**src/sda_pkg.sv**
```systemverilog
`default_nettype none
package sda_pkg;

  // Level limits and constants, 1/256 dB
  localparam int LVL_FLOOR = -51200;
  localparam int LVL_TOP   = 51199;
  localparam logic signed [16:0] LVL_FLOOR_V = -17'sd51200;
  localparam logic signed [16:0] LVL_TOP_V   = 17'sd51199;
  localparam logic signed [16:0] LVL_RESET_V = -17'sd25600;
  localparam logic signed [16:0] LVL_ZERO_V  = 17'sd0;
  localparam logic signed [16:0] DB_OFFSET_RST = -17'sd16947;

  // 10*log10(2) * 256 in Q16 (log2 in Q16, product in Q32)
  localparam logic [25:0] LOG_TO_DB = 26'd50504453;
  localparam logic signed [14:0] ALPHA_Q16 = 15'sd6554;
  localparam logic [47:0] LOG_RND = 48'h0000_8000_0000;
  localparam logic signed [31:0] BLEND_RND = 32'sd32768;

  typedef enum logic [3:0] {
    S_CLEAR, S_IDLE, S_SQRE, S_SQIM, S_START, S_LOG,
    S_SCALE, S_LEVEL, S_BLEND, S_FINAL
  } core_state_e;

  typedef enum logic [1:0] {
    L_IDLE, L_NORM, L_SQR
  } log_state_e;

  typedef struct packed {
    logic busy;
    logic done;
  } log_stat_t;

  // saturate to the level range
  function automatic logic signed [16:0] clamp_lvl(input logic signed [19:0] v);
    logic signed [16:0] r;
    if (v < LVL_FLOOR) r = LVL_FLOOR_V;
    else if (v > LVL_TOP) r = LVL_TOP_V;
    else r = v[16:0];
    return r;
  endfunction

endpackage
`default_nettype wire

```
**src/sda_log2.sv**
```systemverilog
`default_nettype none
// log2 in Q16: leading-one search, then one squaring per cycle for the fraction
module sda_log2 #(
  parameter int PW = 48
) (
  input  wire logic                                   clk_i,
  input  wire logic                                   rst_ni,
  input  wire logic                                   start_i,
  input  wire logic [PW-1:0]                          p_i,
  output sda_pkg::log_stat_t                          stat_o,
  output logic [$clog2((PW < 32) ? 32 : PW)+15:0]     log_o
);
  localparam int NW = (PW < 32) ? 32 : PW;
  localparam int LW = $clog2(NW);

  sda_pkg::log_state_e state_q, state_d;
  logic [NW-1:0] norm_q;
  logic [LW-1:0] n_q;
  logic [31:0]   m_q;
  logic [15:0]   frac_q;
  logic [3:0]    cnt_q;
  logic          done_q;
  logic [63:0]   sq;

  assign sq = 64'(m_q) * 64'(m_q);

  // state register
  always_ff @(posedge clk_i or negedge rst_ni) begin
    if (!rst_ni) begin
      state_q <= sda_pkg::L_IDLE;
      done_q  <= 1'b0;
    end else begin
      state_q <= state_d;
      if (start_i) done_q <= 1'b0;
      else if (state_q == sda_pkg::L_SQR && cnt_q == 4'hF) done_q <= 1'b1;
    end
  end

  // next state
  always_comb begin
    state_d = state_q;
    case (state_q)
      sda_pkg::L_IDLE: if (start_i) state_d = sda_pkg::L_NORM;
      sda_pkg::L_NORM: if (norm_q[NW-1]) state_d = sda_pkg::L_SQR;
      sda_pkg::L_SQR:  if (cnt_q == 4'hF) state_d = sda_pkg::L_IDLE;
      default:         state_d = sda_pkg::L_IDLE;
    endcase
  end

  // datapath; the result holds in idle until the next start
  always_ff @(posedge clk_i) begin
    case (state_q)
      sda_pkg::L_IDLE: begin
        if (start_i) begin
          norm_q <= NW'(p_i);
          n_q    <= LW'(NW - 1);
          cnt_q  <= 4'd0;
          frac_q <= 16'd0;
        end
      end
      sda_pkg::L_NORM: begin
        // coarse step of 8 when the top byte is empty
        if (norm_q[NW-1]) begin
          m_q <= norm_q[NW-1 -: 32];
        end else if (norm_q[NW-1 -: 8] == 8'd0) begin
          norm_q <= norm_q << 8;
          n_q    <= n_q - LW'(8);
        end else begin
          norm_q <= norm_q << 1;
          n_q    <= n_q - LW'(1);
        end
      end
      sda_pkg::L_SQR: begin
        cnt_q <= cnt_q + 4'd1;
        if (sq[63]) begin
          m_q    <= sq[63:32];
          frac_q <= {frac_q[14:0], 1'b1};
        end else begin
          m_q    <= sq[62:31];
          frac_q <= {frac_q[14:0], 1'b0};
        end
      end
      default: ;
    endcase
  end

  assign log_o  = {n_q, frac_q};
  assign stat_o = '{busy: (state_q != sda_pkg::L_IDLE), done: done_q};
endmodule
`default_nettype wire

```
**config.mk**
```make
export PLATFORM = sky130hd
export DESIGN_NAME = sda_log2
export DESIGN_NICKNAME = d
export VERILOG_FILES = /design/src/sda_pkg.sv /design/src/sda_log2.sv
export SDC_FILE = /design/constraint.sdc
export NUM_CORES = 2
export LEC_CHECK = 0
export BUFFER_PORTS_ARGS = -buffer_cell sky130_fd_sc_hd__buf_2
export CELL_PAD_IN_SITES_DETAIL_PLACEMENT = 0
export CELL_PAD_IN_SITES_GLOBAL_PLACEMENT = 1
export CORE_ASPECT_RATIO = 1.5
export CORE_MARGIN = 8
export CORE_UTILIZATION = 30
export CTS_CLUSTER_SIZE = 8
export DETAILED_ROUTE_END_ITERATION = 8
export PLACE_DENSITY = 0.61
export REMOVE_ABC_BUFFERS = 1
export SYNTH_ARGS = -nofsm -noshare
export SYNTH_HDL_FRONTEND = slang
export SYNTH_SLANG_ARGS = --single-unit
```
**constraint.sdc**
```tcl
create_clock -name clk_i -period 9.7 [get_ports clk_i]
set_clock_uncertainty 0.15 [all_clocks]
set_input_delay 0.485 -clock clk_i [delete_from_list [all_inputs] [get_ports clk_i]]
set_output_delay 0.485 -clock clk_i [all_outputs]
set_load 0.05 [all_outputs]
```
==> flow_summary_export.csv <==
group,metric,value,unit
grt,grt.met3_usage,1.009,%
sta,setup_violations,0,
floorplanning,floorplan.initialDensity,30.11,%
grt,grt_use_total,17.12,%
critical_path,endpoint_kind,"register",
grt,use_met1,17.00,%
critical_path,crit_type,"reg2reg",
final_layout,drive_above_1_share,5.878,%
clock_tree,htreeDepth,3,
yosys,yosys_register_bits,109,
routing,viasPerCell,4.680,
sta,worstMarginPinSlew,1.232,ns
yosys,synthFlopType,"edfxtp_1",
floorplanning,core_area,114100,sq um
critical_path,timing.rr.start,"m_q[18]$_DFFE_PP_",
final_layout,layout.nets,4780,
critical_path,cp_slowest_cell,"edfxtp_1",
clock_tree,numCtsBuffers,9,
floorplanning,num_rows,152,
worst_hold_path,hold_depth,2,
placement,gp_congestion,0.8924,
sta,period_share,96.41,%
routing,firstDrtPassIters,5,
grt,grt_start_max_net_pins,54,
critical_path,worstPathMaxFanout,15,
yosys,synthCells,3619,
critical_path,start_kind,"register",
yosys,ys_seq_area_share,9.484,%
grt,antenna_found_initial,2,
floorplanning,dieArea,125800,sq um
routing,wl_per_cell,20.80,um
critical_path,regToRegSetupSlack,0.35,ns
critical_path,worst_r2r_path_depth,25,
clock_tree,cts-root-buf,"clkbuf_16",
critical_path,r2r-end,"m_q[26]$_DFFE_PP_",
clock_tree,tritoncts,"yes",
critical_path,path_delay_family,"adder cells",
worst_hold_path,hold_start,"start_i",
grt,grt_pass1_vias,27769,
clock_tree,cts_sinks,109,
grt,gr-usage-met2,35.84,%
worst_hold_path,hold_path_class,"in2reg",
placement,dp_hpwl,90.13,mm
critical_path,cp.arrival,9.47,ns
grt,grt_pass1_wl,163.1,mm
flow_run,maxCapViolCount,0,
routing,postRouteWirelength,106.2,mm
floorplanning,ioPinCount,75,
placement,port_buffers,74,
routing,num_vias,23899,
floorplanning,die_w,292.3,um
grt,grt.busiest_layer,"met2",
critical_path,critical_path_required,9.82,ns
clock_tree,insertion_delay,0.40,ns
clock_tree,cts.clk_slew.worst_paths,0.09,ns
yosys,ys_async_sr_fraction,2.752,%
routing,drcViolationCount,0,
sta,hold_violations,0,
sta,finalMaxSlewViolations,0,
yosys,syn_area,34350,sq um
sta,rsz0062_at_grt,"false",
sta,fin_ws,0.3484,ns
sta,period_minus_slack,9.352,ns
grt,grt.overflow.total,0,
yosys,avgSynthCellArea,9.493,sq um
yosys,ys_warn_count,0,
routing,drtAntennaViolNets,0,
yosys,ys_types,65,
sta,max-slew-margin-rel,17.68,%
worst_hold_path,hold_path_end,"done_q$_DFFE_PN0P_",
critical_path,slowest_delay,0.99,ns
status,status,"completed",
yosys,synth-edff-count,106,
sta,tns,0,ns
final_layout,area_delta_synth_final,7.896,%
critical_path,cpMostUsedCell,"fa_1",
final_layout,final_util,32.48,%
placement,place_ws,0.1371,ns
floorplanning,die_y,430.5,um
routing,drtIter0Drc,1093,
critical_path,path_buf_inv,5,
sta,fmaxAchievable,106.9,MHz
clock_tree,ctsLongestPathBuffers,2,
-- flip-flops by register name (all words and copies together) (netlist names) --
signal / flops
m_q: 32
n_q: 6
state_q: 2
frac_q: 16
done_q: 1
norm_q: 48
cnt_q: 4
-- layout make-up --
cell class,count,area (sq um)
inverter,990,3716
sequential,109,3258
tap,1463,1831
multi-input combinational,2363,26810
clock inverter,7,103.9
antenna,3,7.507
fill,12017,77040
clock buffer,9,225.2
timing repair buffer,163,1116
-- cells by family after synthesis --
logic type,Yosys count,share of synthesized area (%)
xor+xnor,82,2.112
mux,39,1.140
fa+ha+maj,1093,57.09
simple gates,847,11.85
flops,109,9.484
compound gates,302,5.725
buf+inv,1147,12.59
-- cells in the mapped netlist, drive strengths merged, types with 6 or more instances --
cell	count	area share [%]
fa	791	46
o21ai	77	1.1
nor2b	10	0.18
o21bai	20	0.44
xnor2	45	1.2
a31oi	16	0.29
a21boi	6	0.13
edfxtp	106	9.3
o221ai	7	0.18
mux2i	38	1.1
buf	13	0.20
nand2	384	4.2
nand4	26	0.49
inv	989	11
a221oi	6	0.17
and3	11	0.20
nand2b	6	0.11
clkbuf	144	1.6
a221o	10	0.29
a21oi	80	1.2
or2	8	0.15
xor2	37	0.94
ha	302	11
nor2	98	1.1
a21o	23	0.50
nor4	6	0.13
and2	250	4.6
nor3	10	0.15
nand3	30	0.44
o211ai	14	0.31
a31o	9	0.23
-- how the worst max path moves through the flow --
stage                            startpoint               endpoint  slack [ns]  cells past startpoint
after detailed placement  m_q[10]$_DFFE_PP_      m_q[16]$_DFFE_PP_        0.14                     21
after floorplan            m_q[2]$_DFFE_PP_  m_q[31]$_SDFFCE_PP1P_        1.11                     23
after global placement    m_q[10]$_DFFE_PP_      m_q[16]$_DFFE_PP_        0.02                     26
final                     m_q[18]$_DFFE_PP_      m_q[26]$_DFFE_PP_        0.35                     25
after CTS                 m_q[10]$_DFFE_PP_      m_q[16]$_DFFE_PP_        0.11                     21
after global routing       m_q[5]$_DFFE_PP_      m_q[16]$_DFFE_PP_        0.01                     26
-- through the flow --
| stage | area, sq um | hold slack, ns | std cells |
|---|---|---|---|
| floorplan | 33740 | 0.03941 | 3462 |
| global placement | 36610 | 0.1421 | 5078 |
| detailed placement | 36610 | 0.1448 | 5078 |
| CTS | 36950 | 0.1524 | 5095 |
| global route | 37060 | 0.1729 | 5104 |
| finish | 37070 | 0.1709 | 5107 |
-- layout by cell type, fill, tap and decap left out, drive strengths merged, types with 14 or more instances in the layout --
| cell type | netlist | layout |
|---|---|---|
| o21ai | 77 | 77 |
| edfxtp | 106 | 106 |
| o211ai | 14 | 14 |
| inv | 989 | 991 |
| mux2i | 38 | 38 |
| a31oi | 16 | 16 |
| o21bai | 20 | 20 |
| xnor2 | 45 | 45 |
| nor2 | 98 | 98 |
| nand4 | 26 | 26 |
| nand3 | 30 | 30 |
| xor2 | 37 | 37 |
| fa | 791 | 791 |
| a21oi | 80 | 80 |
| ha | 302 | 302 |
| and2 | 250 | 250 |
| nand2 | 384 | 384 |
| a21o | 23 | 23 |
| buf | 13 | 162 |
-- layer usage --
metal / up-vias / wire, um
li1: 10831 / -
met1: 12480 / 36200
met2: 404 / 63240
met3: 180 / 1723
met4: 4 / 5049
met5: - / 27
-- repair_timing --
action                     CTS  global route
hold endpoints to repair     3             0
gates resized for setup      0             1
setup buffers                0             9
hold buffers                 1             0
setup endpoints to repair    0             1
Power is not shown: default switching activity piles up to over one toggle a cycle in this logic, so the estimate is an artifact.
